`src/rtl/windowed_stationary_detector_core_assert.svh`:
```
// Assertion macros shared by the detector RTL
`ifndef WINDOWED_STATIONARY_DETECTOR_CORE_ASSERT_SVH
`define WINDOWED_STATIONARY_DETECTOR_CORE_ASSERT_SVH

// Same-cycle implication, disabled during reset
`define WSD_ASSERT_NOW(lbl, clk, rst_n, ante, cons, msg) \
    lbl: assert property (@(posedge clk) disable iff (!(rst_n)) (ante) |-> (cons)) \
        else $error(msg);

// Next-cycle implication, disabled during reset
`define WSD_ASSERT_NEXT(lbl, clk, rst_n, ante, cons, msg) \
    lbl: assert property (@(posedge clk) disable iff (!(rst_n)) (ante) |=> (cons)) \
        else $error(msg);

`endif

```
`src/rtl/wsd_pkg.sv`:
```
package wsd_pkg;

    // Field widths
    localparam int SAMPLE_W = 16;
    localparam int TIME_W   = 32;
    localparam int VLIM_W   = 16;
    localparam int VARL_W   = 32;
    localparam int CFG_W    = 32;
    localparam int CFG_IDX_W = 2;
    localparam int OPC_W    = 2;
    localparam int VERD_W   = 3;

    // Shift-add multiplier sizes
    localparam int PROD_W   = 64;
    localparam int MUL_B_W  = 32;
    localparam int MUL_CNT_W = $clog2(MUL_B_W);

    // Default buffer depths
    localparam int VELOCITY_DEPTH_DEF = 64;
    localparam int RANGE_DEPTH_DEF    = 64;

    localparam int MIN_RANGES = 3;

    // Opcodes
    localparam logic [OPC_W-1:0] OP_PUSH_V = 2'd0;
    localparam logic [OPC_W-1:0] OP_PUSH_R = 2'd1;
    localparam logic [OPC_W-1:0] OP_QUERY  = 2'd2;

    // Verdict codes
    localparam logic [VERD_W-1:0] V_STILL    = 3'd0;
    localparam logic [VERD_W-1:0] V_NO_VEL   = 3'd1;
    localparam logic [VERD_W-1:0] V_FEW_RNG  = 3'd2;
    localparam logic [VERD_W-1:0] V_VEL_MOVE = 3'd3;
    localparam logic [VERD_W-1:0] V_VAR_HIGH = 3'd4;

    // Register indexes
    localparam logic [CFG_IDX_W-1:0] REG_WINDOW = 2'd0;
    localparam logic [CFG_IDX_W-1:0] REG_VLIM   = 2'd1;
    localparam logic [CFG_IDX_W-1:0] REG_VARL   = 2'd2;

    // Register reset values
    localparam logic [TIME_W-1:0] WINDOW_RST = 32'd2000000;
    localparam logic [VLIM_W-1:0] VLIM_RST   = 16'd50;
    localparam logic [VARL_W-1:0] VARL_RST   = 32'd100;

    // Multiplier jobs
    localparam logic [1:0] MUL_N_SQ   = 2'd0;  // n * sum(r^2)
    localparam logic [1:0] MUL_SUM_SQ = 2'd1;  // sum(r) * sum(r)
    localparam logic [1:0] MUL_LIM_N  = 2'd2;  // limit * n
    localparam logic [1:0] MUL_LIM_NN = 2'd3;  // (limit * n) * n

    typedef struct packed {
        logic       push_v;
        logic       push_r;
        logic       q_start;
        logic       rd_v;
        logic       rd_r;
        logic       ridx_clr;
        logic       mul_start;
        logic [1:0] mul_sel;
    } t_cmd;

    typedef struct packed {
        logic vfill_zero;
        logic rfill_zero;
        logic v_last;
        logic r_last;
        logic v_any;
        logic v_moving;
        logic n_lt3;
        logic var_high;
        logic mul_busy;
    } t_status;

endpackage

```
`src/rtl/wsd_ctrl.sv`:
```
module wsd_ctrl (
    input  logic                          i_clk,
    input  logic                          i_rst_n,
    input  logic                          i_valid,
    output logic                          o_stall,
    input  logic [wsd_pkg::OPC_W-1:0]     i_opcode,
    output logic                          o_valid,
    input  logic                          i_stall,
    output logic                          o_stationary,
    output logic [wsd_pkg::VERD_W-1:0]    o_verdict,
    output wsd_pkg::t_cmd                 o_cmd,
    input  wsd_pkg::t_status              i_status
);
    import wsd_pkg::*;

    localparam logic [3:0] S_IDLE   = 4'd0;
    localparam logic [3:0] S_VWALK  = 4'd1;
    localparam logic [3:0] S_VDRAIN = 4'd2;
    localparam logic [3:0] S_VCHK   = 4'd3;
    localparam logic [3:0] S_RWALK  = 4'd4;
    localparam logic [3:0] S_RDRAIN = 4'd5;
    localparam logic [3:0] S_RCHK   = 4'd6;
    localparam logic [3:0] S_MUL0   = 4'd7;
    localparam logic [3:0] S_MUL1   = 4'd8;
    localparam logic [3:0] S_MUL2   = 4'd9;
    localparam logic [3:0] S_MUL3   = 4'd10;
    localparam logic [3:0] S_CMP    = 4'd11;
    localparam logic [3:0] S_RES    = 4'd12;

    logic [3:0]        r_state, n_state;
    logic [VERD_W-1:0] r_verdict, n_verdict;
    logic              r_out_vld;
    logic [VERD_W-1:0] r_out_verdict;
    logic              accept, out_load;

    assign o_stall = (r_state != S_IDLE);
    assign accept  = i_valid && !o_stall;
    assign out_load = (r_state == S_RES) && (!r_out_vld || !i_stall);

    // Next state and datapath commands
    always_comb begin
        n_state   = r_state;
        n_verdict = r_verdict;
        o_cmd     = '0;
        unique case (r_state)
            S_IDLE: begin
                if (accept) begin
                    o_cmd.push_v  = (i_opcode == OP_PUSH_V);
                    o_cmd.push_r  = (i_opcode == OP_PUSH_R);
                    if (i_opcode == OP_QUERY) begin
                        o_cmd.q_start = 1'b1;
                        if (i_status.vfill_zero) begin
                            n_verdict = V_NO_VEL;
                            n_state   = S_RES;
                        end else begin
                            n_state = S_VWALK;
                        end
                    end
                end
            end
            S_VWALK: begin
                o_cmd.rd_v = 1'b1;
                if (i_status.v_last) n_state = S_VDRAIN;
            end
            S_VDRAIN: n_state = S_VCHK;
            S_VCHK: begin
                o_cmd.ridx_clr = 1'b1;
                if (!i_status.v_any) begin
                    n_verdict = V_NO_VEL;
                    n_state   = S_RES;
                end else if (i_status.rfill_zero) begin
                    n_verdict = V_FEW_RNG;
                    n_state   = S_RES;
                end else begin
                    n_state = S_RWALK;
                end
            end
            S_RWALK: begin
                o_cmd.rd_r = 1'b1;
                if (i_status.r_last) n_state = S_RDRAIN;
            end
            S_RDRAIN: n_state = S_RCHK;
            S_RCHK: begin
                if (i_status.n_lt3) begin
                    n_verdict = V_FEW_RNG;
                    n_state   = S_RES;
                end else if (i_status.v_moving) begin
                    n_verdict = V_VEL_MOVE;
                    n_state   = S_RES;
                end else begin
                    o_cmd.mul_start = 1'b1;
                    o_cmd.mul_sel   = MUL_N_SQ;
                    n_state         = S_MUL0;
                end
            end
            S_MUL0: begin
                if (!i_status.mul_busy) begin
                    o_cmd.mul_start = 1'b1;
                    o_cmd.mul_sel   = MUL_SUM_SQ;
                    n_state         = S_MUL1;
                end
            end
            S_MUL1: begin
                if (!i_status.mul_busy) begin
                    o_cmd.mul_start = 1'b1;
                    o_cmd.mul_sel   = MUL_LIM_N;
                    n_state         = S_MUL2;
                end
            end
            S_MUL2: begin
                if (!i_status.mul_busy) begin
                    o_cmd.mul_start = 1'b1;
                    o_cmd.mul_sel   = MUL_LIM_NN;
                    n_state         = S_MUL3;
                end
            end
            S_MUL3: begin
                if (!i_status.mul_busy) n_state = S_CMP;
            end
            S_CMP: begin
                n_verdict = i_status.var_high ? V_VAR_HIGH : V_STILL;
                n_state   = S_RES;
            end
            S_RES: begin
                if (out_load) n_state = S_IDLE;
            end
            default: n_state = S_IDLE;
        endcase
    end

    always_ff @(posedge i_clk) begin
        if (!i_rst_n) begin
            r_state <= S_IDLE;
        end else begin
            r_state <= n_state;
        end
    end

    always_ff @(posedge i_clk) begin
        r_verdict <= n_verdict;
        if (out_load) r_out_verdict <= r_verdict;
    end

    // Output register: holds a result until the sink takes it
    always_ff @(posedge i_clk) begin
        if (!i_rst_n) begin
            r_out_vld <= 1'b0;
        end else if (out_load) begin
            r_out_vld <= 1'b1;
        end else if (!i_stall) begin
            r_out_vld <= 1'b0;
        end
    end

    assign o_valid      = r_out_vld;
    assign o_verdict    = r_out_verdict;
    assign o_stationary = (r_out_verdict == V_STILL);

endmodule

```
`config.mk`:
```
export PLATFORM = sky130hd
export DESIGN_NAME = wsd_ctrl
export DESIGN_NICKNAME = d
export VERILOG_FILES = /design/src/rtl/windowed_stationary_detector_core_assert.svh /design/src/rtl/wsd_pkg.sv /design/src/rtl/wsd_ctrl.sv
export SDC_FILE = /design/constraint.sdc
export NUM_CORES = 1
export LEC_CHECK = 0
export ABC_AREA = 1
export BUFFER_PORTS_ARGS = -buffer_cell sky130_fd_sc_hd__buf_2
export CORE_MARGIN = 1.5
export CORE_UTILIZATION = 30
export CTS_BUF_LIST = sky130_fd_sc_hd__clkbuf_2 sky130_fd_sc_hd__clkbuf_4 sky130_fd_sc_hd__clkbuf_8
export DETAILED_ROUTE_END_ITERATION = 10
export GPL_ROUTABILITY_DRIVEN = 0
export GPL_TIMING_DRIVEN = 0
export SLEW_MARGIN = 10
export SYNTH_ARGS = -nofsm -noshare
export SYNTH_HDL_FRONTEND = slang
export SYNTH_SLANG_ARGS = --single-unit
```
`constraint.sdc`:
```
create_clock -name i_clk -period 3.04 [get_ports i_clk]
set_input_delay 0.304 -clock i_clk [delete_from_list [all_inputs] [get_ports i_clk]]
set_output_delay 0.304 -clock i_clk [all_outputs]
set_load 0.05 [all_outputs]
```
Word-level counts from Yosys, hierarchy flattened:

Cells that the tools add are included.

* $add $sub $neg: 0
* multiply operators: 0
* divide/modulo/power cells: 0
* order comparisons: 0
* equal/unequal tests: 27
* shift-type cells: 0
* muxes and demuxes: 38
* bitwise logic cells: 0
* reduce and logical (&&, ||, !) cells: 13

Operators with widths (count)
* $mux W4: 14
* $pmux W4 S13: 1
* $mux W3: 15
* $pmux W3 S4: 2
* $eq A4 B4 Y1 const B: 5
* $ne A2 B2 Y1 const B: 10
* $eq A4 B3 Y1 const B: 4
* $reduce_and A9 Y1: 1
* $eq A4 B2 Y1 const B: 2
* $reduce_bool A4 Y1: 2
* $mux W1: 6
* $ne A3 B3 Y1 const B: 2
* $reduce_and A6 Y1: 1
* $eq A4 B1 Y1 const B: 1
* $logic_not A4 Y1: 1
* $logic_not A1 Y1: 3
* $logic_not A3 Y1: 1
* $eq A2 B1 Y1 const B: 1
* $eq A2 B2 Y1 const B: 1
* $logic_and A1 B1 Y1: 2
* $logic_not A2 Y1: 1
* $ne A2 B1 Y1 const B: 1
* $logic_or A1 B1 Y1: 1

* bits in registers: 11
* bits in latches: 0
* bits in writable memories: 0
* bits in read-only memories: 0
* output and inout port bits: 15
* logic and storage cells: 82
* memories kept: 0

Logic depth before layout (Yosys ltp):

* word-level depth: 5
* depth in mapped cells: 9
* depth with buffers taken out: 9

Least setup slack after synthesis:

OpenSTA, ideal clock, no wires.

* path kind: reg2out
* start: register r_state[2]
* end: output port o_cmd[2] in the netlist's numbering
* arrival: 2.215 ns
* required time: 2.736 ns
* setup slack: 0.521 ns
* stages on the path, launching flop included: 6
* path through: dfxtp_1 -> inv_2 -> nand2_1 -> nor3_1 -> inv_1 -> o211ai_1

RTL lines
* start, declared: RTL line wsd_ctrl.sv:30 `logic [3:0] r_state, n_state;`
* start signal, assigned: RTL line wsd_ctrl.sv:135 `r_state <= n_state;`
* end, declared: RTL line wsd_ctrl.sv:11 `output wsd_pkg::t_cmd o_cmd,`

==> impl_metrics.ini <==
[run_status]
status = finished, final reports clean

[worst_hold_path]
hold_path_end = r_state[3]
hp-class = in -> reg
hold_start = i_rst_n
holdPathStages = 3

[floorplan]
fp.dieArea_um2 = 2970
die_h_um = 54.5
die_w_um = 54.5
initial_core_util = 0.318
io_pins = 30
rows = 18
fp.coreArea_um2 = 2500

[pwr]
ir_drop_uv = 418
p_per_area_nw_per_um2 = 889
p_leak_nw = 0.542

[worst_setup_path]
critical_path.max_fanout = 8
worstRegToRegCells = 6
r2r_end = r_verdict[2]
crit_type = reg -> out
worstPathRequired_ps = 2740
critPathLaunchType = flop
r2r-start = r_state[1]
crit_arrival_ps = 1640
crit_path_end_kind = output pin
r2r_slack_ps = 1440

[route]
via_per_inst = 4.72
finalWirelength_mm = 1.88
avgRoutedWirePerCell_um = 10.1
drc = 0
drt_iter0_drc = 19
firstDrtPassIters = 4
dr_total_vias = 877
ant_nets = 0

[grt]
grt_busiest_layer = met2
grt_pass1_vias = 787
grt-ovfl-total = 0
grt_pass1_wl_mm = 3.22
antenna_found_initial = 0
track_usage = 0.151
groute.layer.met3.usage = 0.0355
grt_max_degree = 9
use_met1 = 0.179
use_met2 = 0.265

[sta]
fmax_mhz = 514
maxSlewHeadroom = 0.770
setup_violations = 0
max_slew.worst_pin.slew_ps = 343
fin_setup_tns_ps = 0
finalHoldViolCount = 0
min_period_ps = 1940
setup_ws_ps = 1100
period_share = 0.640
hold_ws_ps = 307
skew_ps = 7.08
report.final.slew_viol_count = 0
rsz0062_at_grt = false

[final_layout]
final_cells = 186
synthToLayoutAreaGrowth_pct = 26.8
antenna_cells = 0
fillers = 289
nets = 172
drive_gt1_frac = 0.295
final_area_um2 = 1010

[synthesis]
synth_adder_area_share = 0
syn-cell-area_um2 = 795
synthSimpleGateAreaFrac = 0.405
synth_xor_area_frac = 0
syn-num-nets = 138
synth_top_family_by_area = simple AND/OR/NAND/NOR gates
ys_top_cells_by_area = edfxtp_1 23%, nand2_1 14%, dfxtp_1 13%
synth_mux_area_frac = 0
synth_compound_area_frac = 0.129
ys_ff_latch = 11
synth_area_leader_cell = edfxtp_1
syn_area_per_cell_um2 = 6.46
yosysWarnings = 0
synth_top_area_frac = 0.227
synth_cells = 123
yosysUniqueCellTypes = 19
yosysSeqAreaShare = 0.353

[clock_tree]
cts.sinks = 11
clockRootBuffer = clkbuf_4
clkLatencyLatePin_ps = 260
clockBufferDepth = 2
cts_tree = built
cts_hold_buffers = 0
cts_max_level = 1
cts_resized = 0
clk_pin_slew_worst_paths_ps = 70
cts_buffers = 3
postCtsSetupBuffers = 0

[flow_run]
drv_cap = 0

[place]
dpl-instance-area_um2 = 977
hpwl_mm = 1.60
dp_slack_ps = 1390
dp_cells = 182
io_buffer_count = 29
==> placed cells by master, fill, tap and decap left out, types with 5 or more instances in the layout <==
cell type,n
a21oi_1,6
nor2_1,21
edfxtp_1,6
nand3_1,12
nor3_1,5
buf_2,29
nand2_1,30
dfxtp_1,5
inv_1,17
nor2_2,5
==> cell families after synthesis <==
logic type,after synthesis
buffers and inverters,22
and+or+nand+nor,75
DFF,11
AOI/OAI and AO/OA,15
==> per-stage QoR <==
| stage | util | total power (W) |
|---|---|---|
| final | 0.403 | 0.000895 |
| after global routing | 0.403 | 0.000985 |
| after CTS | 0.403 | 0.000906 |
| after detailed placement | 0.391 | 0.000796 |
| after global placement | 0.391 | 0.000790 |
| after floorplan | - | 0.000678 |
==> critical path: stages, from the launching register on <==
cell and delay [ps]:
dfxtp_1 310, buf_6 130, nor2_2 270, inv_2 70, nor2_2 100, nand2_1 70
nor3_1 140, buf_2 290
==> flip-flops by register name (all words and copies together), names as in the netlist <==
signal     cells
r_state        4
r_verdict      3
o_valid        1
o_verdict      3
==> synthesized netlist by cell type <==
master,number
nand2_1,30
nor2_1,21
inv_1,17
nand3_1,12
a21oi_1,6
edfxtp_1,6
dfxtp_1,5
nor2_2,5
nor3_1,5
inv_2,4
o21ai_0,4
a211oi_2,1
a21boi_0,1
buf_6,1
nand3b_1,1
o211ai_1,1
o21ai_4,1
o221ai_1,1
or2_2,1
==> how the worst max path moves through the flow <==
stage | cells after the start | end | start | slack, ps
2_1_floorplan | 5 | o_cmd[2] | r_state[2] | 520
3_3_place_gp | 7 | o_cmd[8] | r_state[1] | 1400
3_5_place_dp | 7 | o_cmd[7] | r_state[1] | 1390
4_1_cts | 7 | o_cmd[7] | r_state[1] | 1080
5_1_grt | 7 | o_cmd[7] | r_state[1] | 960
6_report | 7 | o_cmd[7] | r_state[1] | 1100
==> power breakdown <==
| part | internal, W | switching (W) | total [W] | leakage (nW) |
|---|---|---|---|---|
| registers | 0.000208 | 0.0000304 | 0.000238 | 0.0950 |
| logic | 0.000159 | 0.000394 | 0.000553 | 0.428 |
| clock network | 0.0000595 | 0.0000450 | 0.000105 | 0.0184 |
==> routing by layer <==
layer	vias up	wire, µm
li1	464	-
met1	388	850
met2	23	924
met3	2	88
met4	0	19
met5	-	0
==> cell type report <==
cell class	count	area, µm²	area share
multi-input combinational	90	424	0.421
sequential	11	280	0.278
timing repair buffer	29	145	0.144
inverter	21	78.8	0.0783
tap	30	37.5	0.0373
clock buffer	4	30.0	0.0298
buffer	1	11.3	0.0112
Note: power is estimated with default switching activity, not from simulation.
